[src/sv/ffta_pkg.sv]
package ffta_pkg;

    // Region sizes and block table depth.
    localparam int HEAP_BYTES   = 4096;
    localparam int SWAP_BYTES   = 1024;
    localparam int HEADER_BYTES = 16;
    localparam int MAX_BLOCKS   = 64;

    // Field and internal widths.
    localparam int ADDR_W = 12;
    localparam int SIZE_W = 12;
    localparam int IDX_W  = $clog2(MAX_BLOCKS);
    localparam int CNT_W  = $clog2(MAX_BLOCKS + 1);
    localparam int END_W  = 13;
    localparam int SUM_W  = 14;
    localparam int MEM_AW = IDX_W + 1;

    // Operation codes.
    localparam logic FUNC_ALLOC = 1'b0;
    localparam logic FUNC_FREE  = 1'b1;

    // Region codes.
    localparam logic REGION_HEAP = 1'b0;
    localparam logic REGION_SWAP = 1'b1;

    // Status codes.
    localparam logic [1:0] ST_OK      = 2'd0;
    localparam logic [1:0] ST_NOSPACE = 2'd1;
    localparam logic [1:0] ST_UNKNOWN = 2'd2;

    // One block record as stored in the record memory.
    typedef struct packed {
        logic [ADDR_W-1:0] data_start;
        logic [SIZE_W-1:0] size;
        logic              taken;
    } t_rec;

    // Datapath action of one microcode step.
    typedef enum logic [3:0] {
        A_NOP,
        A_SETUP_HEAP,
        A_SETUP_SWAP,
        A_SETUP_FREE,
        A_SCAN,
        A_APPEND,
        A_RESP_OK,
        A_RESP_FAIL,
        A_RESP_UNK
    } t_act;

    // Jump condition of one microcode step.
    typedef enum logic [2:0] {
        C_NEXT,
        C_ALWAYS,
        C_START,
        C_FREE,
        C_FORCE,
        C_SCAN,
        C_FIT
    } t_cond;

    typedef logic [3:0] t_step;

    // Microcode step addresses.
    localparam t_step SP_IDLE        = 4'd0;
    localparam t_step SP_DISP_FREE   = 4'd1;
    localparam t_step SP_DISP_FORCE  = 4'd2;
    localparam t_step SP_HEAP_SETUP  = 4'd3;
    localparam t_step SP_HEAP_SCAN   = 4'd4;
    localparam t_step SP_HEAP_APPEND = 4'd5;
    localparam t_step SP_SWAP_SETUP  = 4'd6;
    localparam t_step SP_SWAP_SCAN   = 4'd7;
    localparam t_step SP_SWAP_APPEND = 4'd8;
    localparam t_step SP_FAIL        = 4'd9;
    localparam t_step SP_FREE_SETUP  = 4'd10;
    localparam t_step SP_FREE_SCAN   = 4'd11;
    localparam t_step SP_UNKNOWN     = 4'd12;
    localparam t_step SP_OK          = 4'd13;

    typedef struct packed {
        t_act  act;
        t_cond cond;
        t_step tgt;
    } t_uword;

    // Control program, one word per step.
    localparam t_uword UCODE [16] = '{
        '{A_NOP,        C_START,  SP_IDLE},        // wait for a request
        '{A_NOP,        C_FREE,   SP_FREE_SETUP},  // free goes its own way
        '{A_NOP,        C_FORCE,  SP_SWAP_SETUP},  // forced swap skips the heap
        '{A_SETUP_HEAP, C_NEXT,   SP_IDLE},
        '{A_SCAN,       C_SCAN,   SP_OK},          // first fit in the heap
        '{A_APPEND,     C_FIT,    SP_OK},          // bump the heap end
        '{A_SETUP_SWAP, C_NEXT,   SP_IDLE},
        '{A_SCAN,       C_SCAN,   SP_OK},          // first fit in swap
        '{A_APPEND,     C_FIT,    SP_OK},          // bump the swap end
        '{A_RESP_FAIL,  C_ALWAYS, SP_IDLE},
        '{A_SETUP_FREE, C_NEXT,   SP_IDLE},
        '{A_SCAN,       C_SCAN,   SP_OK},          // look up the data start
        '{A_RESP_UNK,   C_ALWAYS, SP_IDLE},        // lookup ran out of records
        '{A_RESP_OK,    C_ALWAYS, SP_IDLE},
        '{A_NOP,        C_ALWAYS, SP_IDLE},
        '{A_NOP,        C_ALWAYS, SP_IDLE}
    };

endpackage

[src/sv/first_fit_two_region_allocator_top.sv]
// Channel   Direction  Handshake                     Payload
// request   in         start high while busy low     i_func, i_request_size, i_force_swap,
//                                                    i_free_region, i_free_address
// result    out        o_done high for one cycle     o_status, o_granted_region,
//                                                    o_granted_address
//
// A microcoded sequencer walks the block records of one region at a time, one record
// per cycle through the registered read port of the record memory.
// Allocate: tries the heap, then swap (only swap when forced), stopping on the first hit.
// Free: scans only the named region. busy stays high until the result.
// Reset clears the block counts and end offsets; records are read only below the count.
// The result is shown for exactly one cycle and the receiver cannot stall it.
module first_fit_two_region_allocator_top (
    input  logic                         i_clk,
    input  logic                         i_rst_n,
    input  logic                         start,
    output logic                         busy,
    input  logic                         i_func,
    input  logic [ffta_pkg::SIZE_W-1:0]  i_request_size,
    input  logic                         i_force_swap,
    input  logic                         i_free_region,
    input  logic [ffta_pkg::ADDR_W-1:0]  i_free_address,
    output logic                         o_done,
    output logic [1:0]                   o_status,
    output logic                         o_granted_region,
    output logic [ffta_pkg::ADDR_W-1:0]  o_granted_address
);
    import ffta_pkg::*;

    // Sequencer state.
    t_step r_pc, n_pc;
    t_uword uw;

    // Latched request.
    logic              r_func;
    logic [SIZE_W-1:0] r_size;
    logic              r_force;
    logic              r_free_region;
    logic [ADDR_W-1:0] r_faddr;

    // Region state.
    logic [CNT_W-1:0] r_cnt [2];
    logic [END_W-1:0] r_end [2];

    // Scan datapath.
    logic              r_reg;
    logic [CNT_W-1:0]  r_idx;
    logic [IDX_W-1:0]  r_pidx;
    logic              r_pend;
    logic [ADDR_W-1:0] r_gaddr;
    t_rec              r_rd;

    // Record memory, both regions, region bit on top of the address.
    t_rec r_mem [2*MAX_BLOCKS];

    logic              accept;
    logic [CNT_W-1:0]  cur_cnt;
    logic [END_W-1:0]  bytes;
    logic [SUM_W-1:0]  start_ofs;
    logic [SUM_W-1:0]  new_end;
    logic              fit;
    logic              match;
    logic              hit;
    logic              issue;
    logic              exhausted;
    logic              wr_en;
    logic [MEM_AW-1:0] wr_addr;
    t_rec              wr_data;
    logic [MEM_AW-1:0] rd_addr;

    assign uw     = UCODE[r_pc];
    assign busy   = (r_pc != SP_IDLE);
    assign accept = start && !busy;

    // Region-dependent values.
    assign cur_cnt = r_cnt[r_reg];
    assign bytes   = (r_reg == REGION_SWAP) ? END_W'(SWAP_BYTES) : END_W'(HEAP_BYTES);

    // Append check: room in the table and the new block inside the region.
    assign start_ofs = SUM_W'(r_end[r_reg]) + SUM_W'(HEADER_BYTES);
    assign new_end   = start_ofs + SUM_W'(r_size);
    assign fit       = (cur_cnt < CNT_W'(MAX_BLOCKS)) && (start_ofs < SUM_W'(bytes))
                       && (new_end <= SUM_W'(bytes));

    // Record match for the record that came out of the memory this cycle.
    assign match = (r_func == FUNC_FREE) ? (r_rd.data_start == r_faddr)
                                         : (!r_rd.taken && (r_rd.size >= r_size));
    assign hit       = r_pend && match;
    assign issue     = (r_idx < cur_cnt);
    assign exhausted = !r_pend && !issue;

    // Memory port addresses and write data.
    assign rd_addr = {r_reg, r_idx[IDX_W-1:0]};

    always_comb begin
        wr_en   = 1'b0;
        wr_addr = {r_reg, r_pidx};
        wr_data = r_rd;
        if (uw.act == A_SCAN && hit) begin
            wr_en         = 1'b1;
            wr_data.taken = (r_func == FUNC_ALLOC);
        end else if (uw.act == A_APPEND && fit) begin
            wr_en              = 1'b1;
            wr_addr            = {r_reg, cur_cnt[IDX_W-1:0]};
            wr_data.data_start = start_ofs[ADDR_W-1:0];
            wr_data.size       = r_size;
            wr_data.taken      = 1'b1;
        end
    end

    always_ff @(posedge i_clk) begin
        if (wr_en) begin
            r_mem[wr_addr] <= wr_data;
        end
        r_rd <= r_mem[rd_addr];
    end

    // Next step: fall through, jump, or stay on a waiting or scanning step.
    always_comb begin
        case (uw.cond)
            C_NEXT:   n_pc = r_pc + 4'd1;
            C_ALWAYS: n_pc = uw.tgt;
            C_START:  n_pc = accept ? r_pc + 4'd1 : r_pc;
            C_FREE:   n_pc = (r_func == FUNC_FREE) ? uw.tgt : r_pc + 4'd1;
            C_FORCE:  n_pc = r_force ? uw.tgt : r_pc + 4'd1;
            C_SCAN:   n_pc = hit ? uw.tgt : (exhausted ? r_pc + 4'd1 : r_pc);
            C_FIT:    n_pc = fit ? uw.tgt : r_pc + 4'd1;
            default:  n_pc = SP_IDLE;
        endcase
    end

    // Control state, region counts and end offsets.
    always_ff @(posedge i_clk) begin
        if (!i_rst_n) begin
            r_pc   <= SP_IDLE;
            o_done <= 1'b0;
            r_cnt  <= '{default: '0};
            r_end  <= '{default: '0};
        end else begin
            r_pc   <= n_pc;
            o_done <= (uw.act == A_RESP_OK) || (uw.act == A_RESP_FAIL)
                      || (uw.act == A_RESP_UNK);
            if (uw.act == A_APPEND && fit) begin
                r_cnt[r_reg] <= cur_cnt + CNT_W'(1);
                r_end[r_reg] <= new_end[END_W-1:0];
            end
        end
    end

    // Request capture, scan pointers and result payload.
    always_ff @(posedge i_clk) begin
        if (accept) begin
            r_func        <= i_func;
            r_size        <= i_request_size;
            r_force       <= i_force_swap;
            r_free_region <= i_free_region;
            r_faddr       <= i_free_address;
        end
        case (uw.act)
            A_SETUP_HEAP: begin
                r_reg  <= REGION_HEAP;
                r_idx  <= '0;
                r_pend <= 1'b0;
            end
            A_SETUP_SWAP: begin
                r_reg  <= REGION_SWAP;
                r_idx  <= '0;
                r_pend <= 1'b0;
            end
            A_SETUP_FREE: begin
                r_reg  <= r_free_region;
                r_idx  <= '0;
                r_pend <= 1'b0;
            end
            A_SCAN: begin
                r_pend <= issue;
                r_pidx <= r_idx[IDX_W-1:0];
                if (issue) begin
                    r_idx <= r_idx + CNT_W'(1);
                end
                if (hit) begin
                    r_gaddr <= r_rd.data_start;
                end
            end
            A_APPEND: begin
                if (fit) begin
                    r_gaddr <= start_ofs[ADDR_W-1:0];
                end
            end
            A_RESP_OK: begin
                o_status <= ST_OK;
                if (r_func == FUNC_FREE) begin
                    o_granted_region  <= REGION_HEAP;
                    o_granted_address <= '0;
                end else begin
                    o_granted_region  <= r_reg;
                    o_granted_address <= r_gaddr;
                end
            end
            A_RESP_FAIL: begin
                o_status          <= ST_NOSPACE;
                o_granted_region  <= REGION_HEAP;
                o_granted_address <= '0;
            end
            A_RESP_UNK: begin
                o_status          <= ST_UNKNOWN;
                o_granted_region  <= REGION_HEAP;
                o_granted_address <= '0;
            end
            default: begin
            end
        endcase
    end

endmodule

[config.mk]
export PLATFORM = sky130hd
export DESIGN_NAME = first_fit_two_region_allocator_top
export DESIGN_NICKNAME = d
export VERILOG_FILES = /design/src/sv/ffta_pkg.sv /design/src/sv/first_fit_two_region_allocator_top.sv
export SDC_FILE = /design/constraint.sdc
export NUM_CORES = 2
export LEC_CHECK = 0
export BUFFER_PORTS_ARGS = -buffer_cell sky130_fd_sc_hd__buf_2
export CORE_UTILIZATION = 65
export CTS_CLUSTER_SIZE = 20
export DETAILED_ROUTE_END_ITERATION = 7
export PLACE_DENSITY = 0.81
export REMOVE_ABC_BUFFERS = 1
export SETUP_SLACK_MARGIN = 0.02
export SLEW_MARGIN = 15
export SYNTH_ARGS = -nofsm -noshare
export SYNTH_HDL_FRONTEND = slang
export SYNTH_SLANG_ARGS = --single-unit
[constraint.sdc]
create_clock -name i_clk -period 21.7 [get_ports i_clk]
set_input_delay 1.085 -clock i_clk [delete_from_list [all_inputs] [get_ports i_clk]]
set_output_delay 1.085 -clock i_clk [all_outputs]
set_load 0.02 [all_outputs]
# Word level (Yosys, flattened, before mapping)
# Memories as Yosys holds them, arrays and structs flattened. A register that Yosys moved wholly into a read port is not among the register bits.
# Cells that the tools add are included.
[totals] regBits=114 mem_bits_rw=3200 romBits=176 inputBits=30 output_inout_bits=17 word_cells=128 memories=2
[memory_table] name="r_mem" words=128 width=25 read_ports=1 rd_clocked_by_memory_dff=1 wr=1 line="first_fit_two_region_allocator_top.sv:54" rtl="t_rec r_mem [2*MAX_BLOCKS];"
[memory_table] name="(name not given)" words=16 width=11 read_ports=1 rd_clocked_by_memory_dff=0 wr=0 line="first_fit_two_region_allocator_top.sv:71" rtl="assign uw = UCODE[r_pc];"
[op_classes] add_sub_neg=5 n_lt_le_gt_ge=8 eq_ne=20 mux=44 bitwise_logic=3 n_reduce_logical=27
[ops] operator="$mux W13" n=5
[ops] operator="$pmux W12 S2" n=2
[ops] operator="$mux W12" n=3
[ops] operator="$mux W7" n=5
[ops] operator="$pmux W4 S7" n=1
[ops] operator="$bwmux W26" n=1
[ops] operator="$mux W25" n=1
[ops] operator="$mux W24" n=1
[ops] operator="$mux W4" n=6
[ops] operator="$mux W11" n=2
[ops] operator="$eq A4 B3 Y1 const B" n=4
[ops] operator="$add A13 B5 Y14 const B" n=1
[ops] operator="$add A14 B12 Y14" n=1
[ops] operator="$add A7 B1 Y7 const B" n=2
[ops] operator="$bwmux W14" n=1
[ops] operator="$le A14 B13 Y1" n=1
[ops] operator="$lt A14 B13 Y1" n=1
[ops] operator="$pmux W7 S2" n=1
[ops] operator="$demux W13 S1" n=1
[ops] operator="$eq A12 B12 Y1" n=1
[ops] operator="$ge A12 B12 Y1" n=1
[ops] operator="$mux W6" n=2
[ops] operator="$eq A3 B3 Y1 const B" n=3
[ops] operator="$logic_and A1 B1 Y1" n=9
[ops] operator="31 further kinds" n=51

# Logic depth before layout (Yosys ltp)
[depth] depth_word=13 ltp_mapped=25 ltp_nobuf=19

# Worst setup path after synthesis
# Ideal clock, no wire load.
[synth_path] kind="reg2reg" start="register r_reg" end="memory r_mem[0][2] in the netlist's numbering, data pin" arrival_ns=11.390 required_ns=20.503 path_slack_ns=9.113 stages_incl_launch_ff=24 path_buffers=7 synth_period_minus_slack_ns=12.587 cell_sequence="edfxtp_1 > clkbuf_1 > buf_2 > buf_1 > clkbuf_1 > clkbuf_1 > mux2_2 > ha_1 > ha_1 > nand2_1 > a211oi_1 > o41a_1 > a21o_1 > a221o_1 > xor2_1 > ha_1 > nand2_1 > or4b_1 > or4_1 > nor4b_1 > o2111ai_1 > clkbuf_1 > clkbuf_1 > o21ai_0"
[synth_rtl] element="from (decl)" line="first_fit_two_region_allocator_top.sv:46" rtl="logic r_reg;"
[synth_rtl] element="from (signal assigned)" line="first_fit_two_region_allocator_top.sv:171" rtl="r_reg <= r_free_region;"
[synth_rtl] element="to (decl)" line="first_fit_two_region_allocator_top.sv:54"

==> results by group <==
GRT
  • Antenna violations before repair: 47
  • Overall routing resource usage: 39.2%
  • Global-route wire length before repair: 541,000 um
  • Largest net degree at the start of global routing: 135
  • Vias in the first global route: 67,142
  • Grt ovf: 0

Timing
  • Max-slew headroom: 9.24%
  • Setup ws final: 11.48 ns
  • RSZ-0062 raised after global routing: no
  • Period minus WS final: 10.22 ns
  • Fin. Hold Viols: 0
  • Worst-Margin Slew: 1.32 ns
  • Tcrit/Tclk final: 47.1%
  • Clock skew: 0.0766 ns
  • Fmax: 97.8 MHz
  • Final setup viols: 0
  • Slew Viols, Final: 0

Logic synthesis
  • Netlist Area Pre-Place: 130,000 um^2
  • Cell taking the most area after synthesis: edfxtp_1
  • Yosys reg bits: 3,339
  • Post-synth EDFFs: 3,269
  • Top cell type's share of synthesized area: 75.6%
  • Top_reg_cell synth: edfxtp_1
  • Leading post-synthesis cells by cell area: edfxtp_1 76%, mux4_2 18%, dfxtp_1 1.1%
  • Netlist cell types: 68
  • Syn Area/Cell: 23.2 um^2
  • Register area share after synthesis: 76.7%
  • Post-Synthesis Cells: 5,599
  • Synth warnings: 0
  • Synth async-reset ratio: 0%

Floorplanning
  • Placeable Area: 198,000 um^2
  • Die Wd: 449 um
  • Die area: 202,000 um^2
  • I/O Pins: 47
  • Die Y: 449 um
  • Row Count: 163
  • Initial Utilization: 65.6%

Cells and area
  • Post-route insts no fill: 8,748
  • Most flops, register: r_mem
  • Most frequent cells in the layout: 3,269 x edfxtp_1, 1,025 x mux4_2, 336 x clkbuf_16
  • Area growth from synthesis to layout: 12.1%
  • Largest regs: r_mem (3200), r_end (26), r_rd (25)
  • Share of layout cells above drive strength 1: 31.3%
  • Fin nets: 5,933
  • Share of the core filled with cells: 73.6%
  • Most common cell after layout, fill and taps aside: edfxtp_1
  • Max reg flops: 3,200

Route
  • DRC viols: 112
  • Final ANT Viol Nets: 0
  • Drt total wl: 396,000 um
  • DR vias: 68,906
  • Drt pass-1 iters: 8
  • Vias/cell: 7.88
  • DR iter-0 viols: 13,791
  • Wire length per cell: 45.3 um

Min path
  • Hold Path Class: in -> reg

Clocking
  • CTS resizes: 0
  • Hold_buf cts: 0
  • H-tree depth: 5
  • Number of buffers created by CTS: 331
  • Maximum root-to-sink buffer count: 4
  • Root buffer cell: clkbuf_16
  • CTS clock-pin slew for the worst setup and hold paths: 0.06 ns
  • Worst-skew pair later-pin latency: 1.00 ns
  • Setup Buffers After CTS: 0
  • Clk sinks: 3,339
  • CTS tree: built

Job
  • Max_cap viols: 0

Power
  • Lkg Pwr: 45.3 nW
  • VDD IR max: 0.139 mV
  • Power per cell area: 147 nW/um^2
  • Total Power: 21.5 mW

Placement
  • Placed insts: 8,164
  • Pre-CTS setup slack: 12.02 ns
  • Port Buf Inserts: 46
  • Routability congestion estimate: 0.901
  • Detailed Place HPWL: 202,000 um

Setup path
  • Crit-path leading delay family: buffers and inverters
  • Buffers plus inverters on the worst setup path: 5
  • Worst-path maximum fanout: 52
  • Critical Path End Type: register
  • CP startpoint kind: register
  • Critical Path RT: 22.32 ns
  • Crit path kind: reg -> reg
  • Crit-path cells: buf_4, mux2_2, ha_1, nand4_1, a22oi_1, xnor2_1, ha_1, a21oi_1, inv_1, a221o_1, xor2_1, ha_1, nand2_1, or4b_1, or4_1, nor4b_1, o2111ai_4, buf_4, o21ai_4, buf_4, buf_4
  • Arr. time, crit path: 10.84 ns
  • Cell mode on critical path: buf_4
  • Crit path largest cell delay: 1.10 ns
  • CP max stage cell: o21ai_4

Outcome
  • Outcome: complete, but fails checks
  • Failing checks: design-rule violations
==> layout make-up <==
cell class | count | area (um^2)
repair buffers | 230 | 1800
clock buffers | 419 | 8820
inverters | 54 | 203
well taps | 2640 | 3300
clock inverters | 149 | 1410
fillers | 9720 | 52200
multi-input cells | 1905 | 30500
flip-flops and latches | 3339 | 99600
diodes | 12 | 30.0
==> worst paths after layout <==
check / to / cells past startpoint / slack [ns] / from
min reg2reg: r_end[15]$_SDFFE_PN0P_ / 2 / 0.46 / r_end[15]$_SDFFE_PN0P_
min: r_faddr[10]$_DFFE_PP_ / 1 / 0.31 / i_free_address[10]
max reg2reg: r_mem[38][5]$_DFFE_PP_ / 21 / 11.48 / r_reg$_SDFFCE_PN0P_
max: r_mem[38][5]$_DFFE_PP_ / 21 / 11.48 / r_reg$_SDFFCE_PN0P_
==> routing by layer <==
| layer | GRT usage, % | vias to the layer above | share of wire [%] |
|---|---|---|---|
| met3 | 11.4 | 1751 | 14 |
| met2 | 60.6 | 7589 | 47 |
| li1 | - | 24439 | - |
| met5 | 0.402 | - | 0.10 |
| met1 | 49.9 | 35085 | 30 |
| met4 | 23.8 | 42 | 8.2 |
==> where the power goes <==
part           total (mW)  switching [mW]  internal (mW)
Clock                5.70            2.52           3.18
Sequential           8.35           0.110           8.24
Combinational        7.41            4.99           2.42
==> stage by stage <==
| step | area [um^2] | setup TNS, ns | hold slack, ns |
|---|---|---|---|
| after floorplan | 129000 | -460.82 | 0.422 |
| after global placement | 135000 | 0 | 0.437 |
| after detailed placement | 135000 | 0 | 0.442 |
| after CTS | 145000 | 0 | 0.271 |
| after global routing | 146000 | 0 | 0.299 |
| final | 146000 | 0 | 0.312 |
==> Yosys cell counts (12+ instances only) <==
cell,count
mux4_2,1025
o21ai_0,61
nor2_1,103
mux2_2,25
buf_2,12
a211oi_1,28
clkbuf_1,195
edfxtp_1,3269
nand2_1,152
nor3_1,31
buf_1,91
and2_1,14
a21oi_1,77
dfxtp_1,70
nand3_1,21
ha_1,41
nand4_1,13
inv_1,53
nor2b_1,12
xnor2_1,24
mux2i_1,118
==> worst reg2reg max path: stages, from the launching register on <==
cell	delay, ns
edfxtp_1	0.32
buf_4	0.60
mux2_2	0.51
ha_1	0.27
nand4_1	0.15
a22oi_1	0.13
xnor2_1	0.43
ha_1	0.37
a21oi_1	0.33
inv_1	0.08
a221o_1	0.33
xor2_1	0.18
ha_1	0.33
nand2_1	0.08
or4b_1	0.46
or4_1	0.55
nor4b_1	0.85
o2111ai_4	0.60
buf_4	0.60
o21ai_4	1.14
buf_4	0.73
buf_4	0.71
==> cells by family after synthesis <==
kind of cell	after synthesis	share of synthesized area, %
flops	3339	76.7
mux	1168	18.9
simple gates	409	1.47
buf+inv	355	1.05
compound gates	251	1.27
fa+ha+maj	42	0.410
xor+xnor	35	0.236
Power figures use the tool's default switching activity.
